### src/rtl/rese_pkg.sv
// ----------------------------------------------------------------------------
// Rotary encoder speed events package
// Shared widths, step codes, register indexes and the state and event types.
// ----------------------------------------------------------------------------
package rese_pkg;

  localparam int unsigned PINS_W     = 2;
  localparam int unsigned QUIET_W    = 5;
  localparam int unsigned WEIGHT_W   = 5;
  localparam int unsigned ACC_W      = 8;
  localparam int unsigned ACC_SHIFT  = 5;
  localparam int unsigned SPEED_W    = ACC_W - ACC_SHIFT;
  localparam int unsigned NET_W      = 17;
  localparam int unsigned CD_W       = 17;
  localparam int unsigned INTERVAL_W = 16;
  localparam int unsigned APB_DATA_W = 32;
  localparam int unsigned APB_ADDR_W = 3;

  localparam logic [INTERVAL_W-1:0] INTERVAL_RESET = INTERVAL_W'(50);

  // Previous pin pair in the upper two bits, new pair in the lower two.
  localparam logic [2*PINS_W-1:0] CODE_STEP_UP   = 4'he;
  localparam logic [2*PINS_W-1:0] CODE_STEP_DOWN = 4'hd;

  // Register index taken from paddr[2].
  localparam logic REG_REPORT_INTERVAL = 1'b0;

  typedef struct packed {
    logic [PINS_W-1:0]         prev_pins;
    logic [QUIET_W-1:0]        quiet;
    logic [ACC_W-1:0]          acc;
    logic signed [NET_W-1:0]   net;
    logic signed [CD_W-1:0]    countdown;
  } rese_state_t;

  typedef struct packed {
    logic               fire;
    logic               direction_up;
    logic [SPEED_W-1:0] speed;
  } rese_event_t;

endpackage

### src/rtl/rese_step.sv
// ----------------------------------------------------------------------------
// Rotary encoder tick update
// Next-state logic for one tick: quiet timer, speed accumulator, step decode,
// net sum and report countdown, plus the event that the tick raises.
// ----------------------------------------------------------------------------
module rese_step
  import rese_pkg::*;
#(
  parameter int unsigned QUIET_LIMIT    = 24,
  parameter int unsigned WEIGHT_DIVIDER = 4
) (
  input  rese_state_t           state_i,
  input  logic [PINS_W-1:0]     pins_i,
  input  logic [INTERVAL_W-1:0] interval_i,
  output rese_state_t           state_o,
  output rese_event_t           event_o
);

  localparam logic [QUIET_W-1:0] QuietLimit = QUIET_W'(QUIET_LIMIT);

  // The weight divider is at most eight and the gap is five bits wide, so a
  // multiply by the rounded-up reciprocal and a shift gives the exact quotient.
  localparam int unsigned RecipShift = 8;
  localparam int unsigned ProdW      = QUIET_W + RecipShift;
  localparam logic [RecipShift:0] WeightRecip =
      (RecipShift+1)'(((1 << RecipShift) + WEIGHT_DIVIDER - 1) / WEIGHT_DIVIDER);

  logic [QUIET_W-1:0]     quiet_inc;
  logic [QUIET_W-1:0]     quiet_gap;
  logic [ProdW-1:0]       weight_prod;
  logic [WEIGHT_W-1:0]    weight_raw;
  logic [WEIGHT_W-1:0]    weight;
  logic [ACC_W:0]         acc_sum;
  logic [ACC_W-1:0]       acc_new;
  logic [2*PINS_W-1:0]    code;
  logic                   step_up;
  logic                   step_down;
  logic signed [NET_W:0]  net_sum;
  logic signed [NET_W-1:0] net_new;
  logic signed [CD_W-1:0] cd_new;
  logic                   fire;

  always_comb begin
    quiet_inc = (state_i.quiet >= QuietLimit) ? QuietLimit : state_i.quiet + 1'b1;
    quiet_gap = QuietLimit - quiet_inc;
    weight_prod = ProdW'(quiet_gap) * ProdW'(WeightRecip);
    weight_raw = WEIGHT_W'(weight_prod >> RecipShift);
    if (quiet_inc == QuietLimit || weight_raw == '0) begin
      weight = WEIGHT_W'(1);
    end else begin
      weight = weight_raw;
    end

    // Leaky accumulator: lose one thirty-second, gain the weight, clamp.
    acc_sum = {1'b0, state_i.acc}
            - (ACC_W+1)'(state_i.acc >> ACC_SHIFT)
            + (ACC_W+1)'(weight);
    acc_new = acc_sum[ACC_W] ? {ACC_W{1'b1}} : acc_sum[ACC_W-1:0];

    code      = {state_i.prev_pins, pins_i};
    step_up   = (code == CODE_STEP_UP);
    step_down = (code == CODE_STEP_DOWN);

    net_sum = {state_i.net[NET_W-1], state_i.net};
    if (step_up) begin
      net_sum = net_sum + (NET_W+1)'(1);
    end else if (step_down) begin
      net_sum = net_sum - (NET_W+1)'(1);
    end
    // Overflow of the signed sum shows as differing top bits.
    if (net_sum[NET_W] != net_sum[NET_W-1]) begin
      net_new = net_sum[NET_W] ? {1'b1, {(NET_W-1){1'b0}}} : {1'b0, {(NET_W-1){1'b1}}};
    end else begin
      net_new = net_sum[NET_W-1:0];
    end

    // The countdown stops at minus one.
    cd_new = state_i.countdown[CD_W-1] ? state_i.countdown
                                       : state_i.countdown - CD_W'(1);

    fire = cd_new[CD_W-1] && (net_new != '0);

    state_o.prev_pins = pins_i;
    state_o.quiet     = (step_up || step_down) ? '0 : quiet_inc;
    state_o.acc       = acc_new;
    state_o.net       = fire ? '0 : net_new;
    state_o.countdown = fire ? CD_W'({1'b0, interval_i}) : cd_new;

    event_o.fire         = fire;
    event_o.direction_up = ~net_new[NET_W-1];
    event_o.speed        = acc_new[ACC_W-1:ACC_SHIFT];
  end

endmodule

### src/rtl/rotary_encoder_speed_events.sv
// ----------------------------------------------------------------------------
// Rotary encoder speed events
// Decodes detent steps from quadrature pin samples, estimates rotation speed
// and reports net direction at most once per programmable interval.
// ----------------------------------------------------------------------------
//
// Channel   Direction  Handshake              Payload
// -------   ---------  ---------------------  ---------------------------
// in        sink       in_valid_i/in_ready_o  pin_a_i, pin_b_i
// out       source     out_valid_o/out_ready_i direction_up_o, speed_o
// config    APB slave  psel/penable/pready    paddr, pwdata, prdata
//
// One input transaction can be accepted in every cycle while the input
// register is free or being emptied. An accepted tick waits in the input
// register until the single-pass update logic runs; that logic writes the
// state and, when the tick raises an event, the output register.
// A waiting result stalls only the input register; the input side keeps
// taking transactions until that register is also full.
// Reset clears the decoder state, loads the report interval with 50 and
// leaves both channels empty. Ticks that raise no event produce no output
// transaction. The report interval is written at byte address 0; the user
// must write it only while the block is idle, which the block does not enforce.
//
module rotary_encoder_speed_events
  import rese_pkg::*;
#(
  parameter int unsigned QUIET_LIMIT    = 24,
  parameter int unsigned WEIGHT_DIVIDER = 4
) (
  input  logic                  clk_i,
  input  logic                  rst_ni,
  // Tick input channel
  input  logic                  in_valid_i,
  output logic                  in_ready_o,
  input  logic                  pin_a_i,
  input  logic                  pin_b_i,
  // Event output channel
  output logic                  out_valid_o,
  input  logic                  out_ready_i,
  output logic                  direction_up_o,
  output logic [SPEED_W-1:0]    speed_o,
  // Configuration port
  input  logic                  psel,
  input  logic                  penable,
  input  logic                  pwrite,
  input  logic [APB_ADDR_W-1:0] paddr,
  input  logic [APB_DATA_W-1:0] pwdata,
  output logic [APB_DATA_W-1:0] prdata,
  output logic                  pready
);

  // Configuration register. paddr[2] selects the register word; the only
  // register lives at word zero, anything else is ignored on write and
  // reads back as zero.
  logic [INTERVAL_W-1:0] interval_q;
  logic                  cfg_write;
  logic                  reg_sel;

  assign pready    = 1'b1;
  assign reg_sel   = paddr[2];
  assign cfg_write = psel && penable && pwrite && pready
                     && (reg_sel == REG_REPORT_INTERVAL);

  always_ff @(posedge clk_i or negedge rst_ni) begin
    if (!rst_ni) begin
      interval_q <= INTERVAL_RESET;
    end else if (cfg_write) begin
      interval_q <= pwdata[INTERVAL_W-1:0];
    end
  end

  always_comb begin
    case (reg_sel)
      REG_REPORT_INTERVAL: prdata = APB_DATA_W'(interval_q);
      default:             prdata = '0;
    endcase
  end

  // Input register: holds one accepted tick until the update stage can run.
  logic              s1_valid_q;
  logic              s1_valid_d;
  logic [PINS_W-1:0] s1_pins_q;
  logic              advance;
  logic              in_accept;

  // The update runs whenever a tick waits and the output register is free
  // or being emptied in this cycle.
  assign advance    = s1_valid_q && (!out_valid_o || out_ready_i);
  assign in_ready_o = !s1_valid_q || advance;
  assign in_accept  = in_valid_i && in_ready_o;

  always_comb begin
    s1_valid_d = s1_valid_q;
    if (in_accept) begin
      s1_valid_d = 1'b1;
    end else if (advance) begin
      s1_valid_d = 1'b0;
    end
  end

  always_ff @(posedge clk_i or negedge rst_ni) begin
    if (!rst_ni) begin
      s1_valid_q <= 1'b0;
    end else begin
      s1_valid_q <= s1_valid_d;
    end
  end

  always_ff @(posedge clk_i) begin
    if (in_accept) begin
      s1_pins_q <= {pin_a_i, pin_b_i};
    end
  end

  // Decoder state and its single-pass update.
  rese_state_t state_q;
  rese_state_t state_d;
  rese_event_t tick_event;

  rese_step #(
    .QUIET_LIMIT    (QUIET_LIMIT),
    .WEIGHT_DIVIDER (WEIGHT_DIVIDER)
  ) u_step (
    .state_i    (state_q),
    .pins_i     (s1_pins_q),
    .interval_i (interval_q),
    .state_o    (state_d),
    .event_o    (tick_event)
  );

  always_ff @(posedge clk_i or negedge rst_ni) begin
    if (!rst_ni) begin
      state_q <= '0;
    end else if (advance) begin
      state_q <= state_d;
    end
  end

  // Output register. A new event may replace one that is taken in the same
  // cycle, so back-to-back events flow without a gap.
  logic               out_valid_q;
  logic               out_valid_d;
  logic               dir_q;
  logic [SPEED_W-1:0] speed_q;

  always_comb begin
    out_valid_d = out_valid_q;
    if (advance) begin
      out_valid_d = tick_event.fire;
    end else if (out_ready_i) begin
      out_valid_d = 1'b0;
    end
  end

  always_ff @(posedge clk_i or negedge rst_ni) begin
    if (!rst_ni) begin
      out_valid_q <= 1'b0;
    end else begin
      out_valid_q <= out_valid_d;
    end
  end

  always_ff @(posedge clk_i) begin
    if (advance && tick_event.fire) begin
      dir_q   <= tick_event.direction_up;
      speed_q <= tick_event.speed;
    end
  end

  assign out_valid_o    = out_valid_q;
  assign direction_up_o = dir_q;
  assign speed_o        = speed_q;

endmodule

### config.mk
export PLATFORM = sky130hd
export DESIGN_NAME = rotary_encoder_speed_events
export DESIGN_NICKNAME = d
export VERILOG_FILES = /design/src/rtl/rese_pkg.sv /design/src/rtl/rese_step.sv /design/src/rtl/rotary_encoder_speed_events.sv
export SDC_FILE = /design/constraint.sdc
export NUM_CORES = 1
export LEC_CHECK = 0
export BUFFER_PORTS_ARGS = -buffer_cell sky130_fd_sc_hd__buf_4
export CAP_MARGIN = 40
export CELL_PAD_IN_SITES_DETAIL_PLACEMENT = 1
export CELL_PAD_IN_SITES_GLOBAL_PLACEMENT = 2
export CORE_UTILIZATION = 40
export DETAILED_ROUTE_END_ITERATION = 8
export PLACE_DENSITY_LB_ADDON = 0.1
export REMOVE_ABC_BUFFERS = 1
export SETUP_SLACK_MARGIN = 0.05
export SLEW_MARGIN = 20
export SYNTH_ARGS = -nofsm -noshare
export SYNTH_HDL_FRONTEND = slang
export SYNTH_HIERARCHICAL = 1
export SYNTH_SLANG_ARGS = --single-unit
export TNS_END_PERCENT = 10
### constraint.sdc
create_clock -name clk_i -period 7.3 [get_ports clk_i]
set_clock_uncertainty 0.05 [all_clocks]
set_input_delay 1.095 -clock clk_i [delete_from_list [all_inputs] [get_ports clk_i]]
set_output_delay 1.095 -clock clk_i [all_outputs]
set_load 0.05 [all_outputs]
**Word-level counts from Yosys, hierarchy flattened**

Cells that the tools add are included.

- $add $sub $neg: 7
- Multiplexer cells: 16
- Shifts and indexed selects: 0
- Order comparisons: 1
- Multiply operators: 0
- Reduce and logical (&&, ||, !) cells: 18
- Equality and inequality tests: 5
- Bitwise operators: 2
- Divide/modulo/power cells: 0

Operators with widths:

| kind | count |
|---|---|
| 17-bit two-way mux | 5 |
| 18-bit two-way mux | 2 |
| 17-bit by 2-bit adder with 18-bit output, second input constant | 1 |
| 17-bit by 2-bit subtractor with 18-bit output, second input constant | 1 |
| 17-bit nonzero test | 1 |
| 17-bit by 2-bit subtractor with 17-bit output, second input constant | 1 |
| 16-bit two-way mux | 1 |
| 5-bit two-way mux | 2 |
| 9-bit by 5-bit adder with 9-bit output | 1 |
| 8-bit by 3-bit subtractor with 9-bit output | 1 |
| 4-bit equality test, second input constant | 2 |
| 8-bit two-way mux | 1 |
| 1-bit logical AND | 7 |
| 5-bit by 1-bit adder with 5-bit output, second input constant | 1 |
| 5-bit equality test, second input constant | 1 |
| 5-bit greater-or-equal comparator, second input constant | 1 |
| 5-bit zero test | 1 |
| 5-bit subtractor, first input constant | 1 |
| 1-bit logical OR | 4 |
| 1-bit two-way mux | 4 |
| 2-bit nonzero test | 2 |
| 3-bit two-way mux | 1 |
| 1-bit zero test | 2 |
| 2-bit by 1-bit != test with 1-bit output, second input constant | 1 |
| 3 further kinds | 4 |

- Bits in read-only memories: 0
- Memory bits (writable): 0
- Bits in registers: 73
- Memories kept: 0
- Logic and storage cells: 61
- Output and inout port bits: 39
- Bits in latches: 0
- Input port bits: 44

**Longest topological paths before layout**

- Depth in word-level cells: 9
- Mapped depth: 20
- Depth with buffers taken out: 19

**Cells and area by module**

Netlist, hierarchy kept.

Modules (own cells, without submodules):

| module | cells each | times used | seq. area each (um2) | area each (um2) |
|---|---|---|---|---|
| rotary_encoder_speed_events | 190 | 1 | 1860.5 | 3010.4 |
| rese_step | 334 | 1 | 0.0 | 2329.7 |

**Worst setup path after synthesis**

Ideal clock, no wire load.

- Path kind: register -> register
- From: register state_q[42] in the netlist's numbering
- To: register state_q[39] in the netlist's numbering
- Data required time: 7125 ps
- Period minus slack after synthesis: 3990 ps
- Library setup time: 125 ps
- Setup slack: 3310 ps
- Cell stages (with the launch flop): 20
- Data arrival time: 3815 ps
- Path buffers: 1
- Cell sequence: dfrtp_1 -> inv_1 -> ha_1 -> inv_1 -> nand2_1 -> o21ai_0 -> xor2_1 -> fa_1 -> inv_1 -> fa_1 -> a21oi_1 -> nor2_1 -> nor2_1 -> o21bai_1 -> a21oi_1 -> o21ai_0 -> xnor2_1 -> nand2_1 -> buf_4 -> mux2_4

RTL lines:

| what | RTL line | RTL |
|---|---|---|
| start: declaration | rotary_encoder_speed_events.sv:116 | `rese_state_t state_q;` |
| start signal: assignment | rotary_encoder_speed_events.sv:135 | `state_q <= state_d;` |

==> results.toml <==
[logic_synthesis]
ys.flop_type = "dfrtp_1"
synth_warnings = 6
synth_area_um2 = 5340
synth-edff-count = 6
syn_avg_cell_area_um2 = 10.2
synthCells = 524
synth-seq-cells = 73
async_flop_share = 0.918
synth_cell_types = 66
yosysSeqAreaShare = 0.348

[global_routing]
grt_pass1_wl_mm = 21.6
grt_max_degree = 50
busiest_layer = "met2"
antenna_found_initial = 0
grt_use_met2 = 0.347
grtUsageTotal = 0.198
grt_util_met3 = 0.0552
met1_usage = 0.237
grt_pass1_vias = 4228
grt.overflow.total = 0

[worst_setup_path]
cp_slowest_cell = "xnor2_1"
endpoint_kind = "flip-flop"
worstReg2RegStart = "state_q[42]"
arrival_ns = 4.75
crit_fanout = 8
cp_common_cell = "inv_1"
endpoint = "state_q[39]"
cpLargestDelayFamily = "adder cells"
critPathLaunch = "state_q[42]"
rr_worst_depth = 18
critPathRequiredTime_ns = 7.48
start_kind = "flip-flop"
critical_path_buf_inv_count = 3
crit_path_max_incr_delay_ns = 0.62
critPathKind = "reg -> reg"
crit_cells = 18
r2r-end = "state_q[39]"
worst-r2r-setup-slack_ns = 2.73
crit_chain = "inv_1 > ha_1 > inv_1 > nand2_1 > o21ai_0 > xor2_1 > fa_1 > inv_1 > fa_1 > a21oi_1 > nor2_1 > nor2_1 > o21bai_1 > a21oi_1 > o21ai_0 > xnor2_1 > nand2_1 > mux2_4"

[detailed_routing]
drtPass1Iterations = 4
first_iter_violations = 132
ant_nets = 0
wl_mm = 12.7
wl_per_cell_um = 17.3
routed_via_density = 5.23
drc = 0
num_vias = 3832

[sta]
maxSlewHeadroom = 0.477
fin_crit_ns = 4.57
slew_violations = 0
clock.fmax_mhz = 219
fin_ws_ns = 2.73
hold_viol = 0
rsz0062_at_grt = "no"
setup_viol = 0
whs_ns = 0.467
worstMarginPinSlew_ns = 0.785
setup_tns_ns = 0
layout_worst_path_cycle_share = 0.626

[clock_network]
clock_sinks = 73
cts_resized = 0
htreeDepth = 3
insertion_delay_ns = 0.35
cts-root-buf = "clkbuf_16"
cts_tree = "done"
cts_hold_buf = 0
clk_path_buf_depth = 2
cts.reportedPaths.clkPinSlew_ns = 0.06
cts_buffers = 9
cts_setup_buffers = 0

[cells_and_area]
syn_to_final_growth_pct = 11.8
antenna_cells = 0
final_common_cell = "dfrtp_1"
multi_input_comb_area_um2 = 3110
layout_common_cells = "dfrtp_1 (64), mux2_2 (58), buf_4 (49)"
final_nets = 616
drive_gt1_frac = 0.293
fillers = 1441
seq_area_um2 = 1860

[floorplan]
die-area_um2 = 13800
core-area_um2 = 12800
die_h_um = 118
fp-row-count = 41
io_pins = 83
start_util = 0.416
die_x_um = 118

[min_path]
hold_class = "reg -> reg"

[placement]
gp_congestion = 0.836
port_buffers = 47
dp_hpwl_mm = 8.88
place_ws_ns = 2.73

[flow_run]
maxCapViolCount = 0

[power]
pwr_density_cell_nw_per_um2 = 447
power.leakage_nw = 2.62
irDropWorstVdd_uv = 335

[run_status]
status = "complete, no violations"
==> per-stage QoR <==
| stage | instance area [um2] | power, W | utilization | cells |
|---|---|---|---|---|
| 2_1_floorplan | 5070 | 0.00190 | - | 492 |
| 3_3_place_gp | 5650 | 0.00217 | 0.441 | 713 |
| 3_5_place_dp | 5680 | 0.00225 | 0.443 | 714 |
| 4_1_cts | 5950 | 0.00270 | 0.464 | 730 |
| 5_1_grt | 5970 | 0.00293 | 0.466 | 732 |
| 6_report | 5970 | 0.00267 | 0.466 | 732 |
==> synthesized netlist by cell type, types with 3 or more instances <==
cell / instances / area share
and2b_1: 5 / 0.0070
dfrtp_1: 64 / 0.30
fa_1: 3 / 0.011
nand4_1: 5 / 0.0059
nor3_1: 10 / 0.0094
maj3_1: 11 / 0.021
nand2_1: 40 / 0.028
mux2_2: 58 / 0.12
mux2_4: 20 / 0.056
buf_4: 24 / 0.034
xor2_1: 18 / 0.030
buf_2: 7 / 0.0066
nor4_1: 8 / 0.0094
o21ai_0: 14 / 0.013
nand3_1: 9 / 0.0084
nand3b_1: 3 / 0.0042
clkbuf_1: 10 / 0.0070
dfstp_2: 3 / 0.015
a41oi_1: 3 / 0.0049
nor3b_1: 3 / 0.0042
nor2b_1: 17 / 0.020
ha_1: 14 / 0.033
and2_1: 5 / 0.0059
nor2_1: 38 / 0.027
buf_6: 4 / 0.0084
inv_1: 25 / 0.018
edfxtp_1: 6 / 0.034
mux2i_1: 4 / 0.0075
or2_2: 3 / 0.0035
nand2b_1: 4 / 0.0047
a21oi_1: 19 / 0.018
xnor2_1: 20 / 0.033
==> where the power goes <==
part | switching (W) | total (W) | internal (W)
clock | 0.000181 | 0.000422 | 0.000242
combinational | 0.000735 | 0.00146 | 0.000727
sequential | 0.000213 | 0.000784 | 0.000571
==> final cells by class <==
type | instances | share of cell area
clock buffers | 13 | 0.0419
clock inverters | 3 | 0.00419
inverters | 25 | 0.0157
multi-input cells | 394 | 0.522
flip-flops and latches | 73 | 0.312
well taps | 172 | 0.0360
repair buffers | 52 | 0.0689
==> routing by layer <==
metal  wire length, um  up-vias
met2              6470       71
met4               160        0
li1                  -     1847
met3               368       11
met1              5700     1903
met5                 0        -
==> cell families (layout without fill, tap and decap cells) <==
kind of cell    after synthesis  after routing  share of synthesized area
fa+ha+maj                    28             28                     0.0647
buf+inv                      72             93                     0.0790
flops                        73             73                      0.348
xor+xnor                     39             39                     0.0654
compound gates               56             56                     0.0703
simple gates                170            170                      0.181
mux                          84             84                      0.190
other cells                   2             17                    0.00141
==> worst register-to-register path, cell delays in order (launching register included) <==
cell and delay (ns):
dfrtp_1 0.44, inv_1 0.09, ha_1 0.31, inv_1 0.08
nand2_1 0.12, o21ai_0 0.24, xor2_1 0.12, fa_1 0.51
inv_1 0.07, fa_1 0.46, a21oi_1 0.17, nor2_1 0.05
nor2_1 0.15, o21bai_1 0.08, a21oi_1 0.25, o21ai_0 0.17
xnor2_1 0.62, nand2_1 0.17, mux2_4 0.31
==> worst min path at each step <==
stage                           start           to  slack, ns  cells after the start
final                     state_q[41]  state_q[41]       0.47                      1
after global routing      state_q[41]  state_q[41]       0.50                      1
after CTS                 state_q[41]  state_q[41]       0.47                      1
after detailed placement  state_q[41]  state_q[41]       0.46                      1
after global placement    state_q[35]  state_q[35]       0.44                      1
after floorplan           state_q[35]  state_q[35]       0.43                      1
==> registers in the layout, summed over array words and instances, names as in the netlist <==
signal          count
state_q            49
s1_valid_q          1
s1_pins_q           2
direction_up_o      1
speed_o             3
interval_q         16
out_valid_o         1
Power figures use the tool's default switching activity.
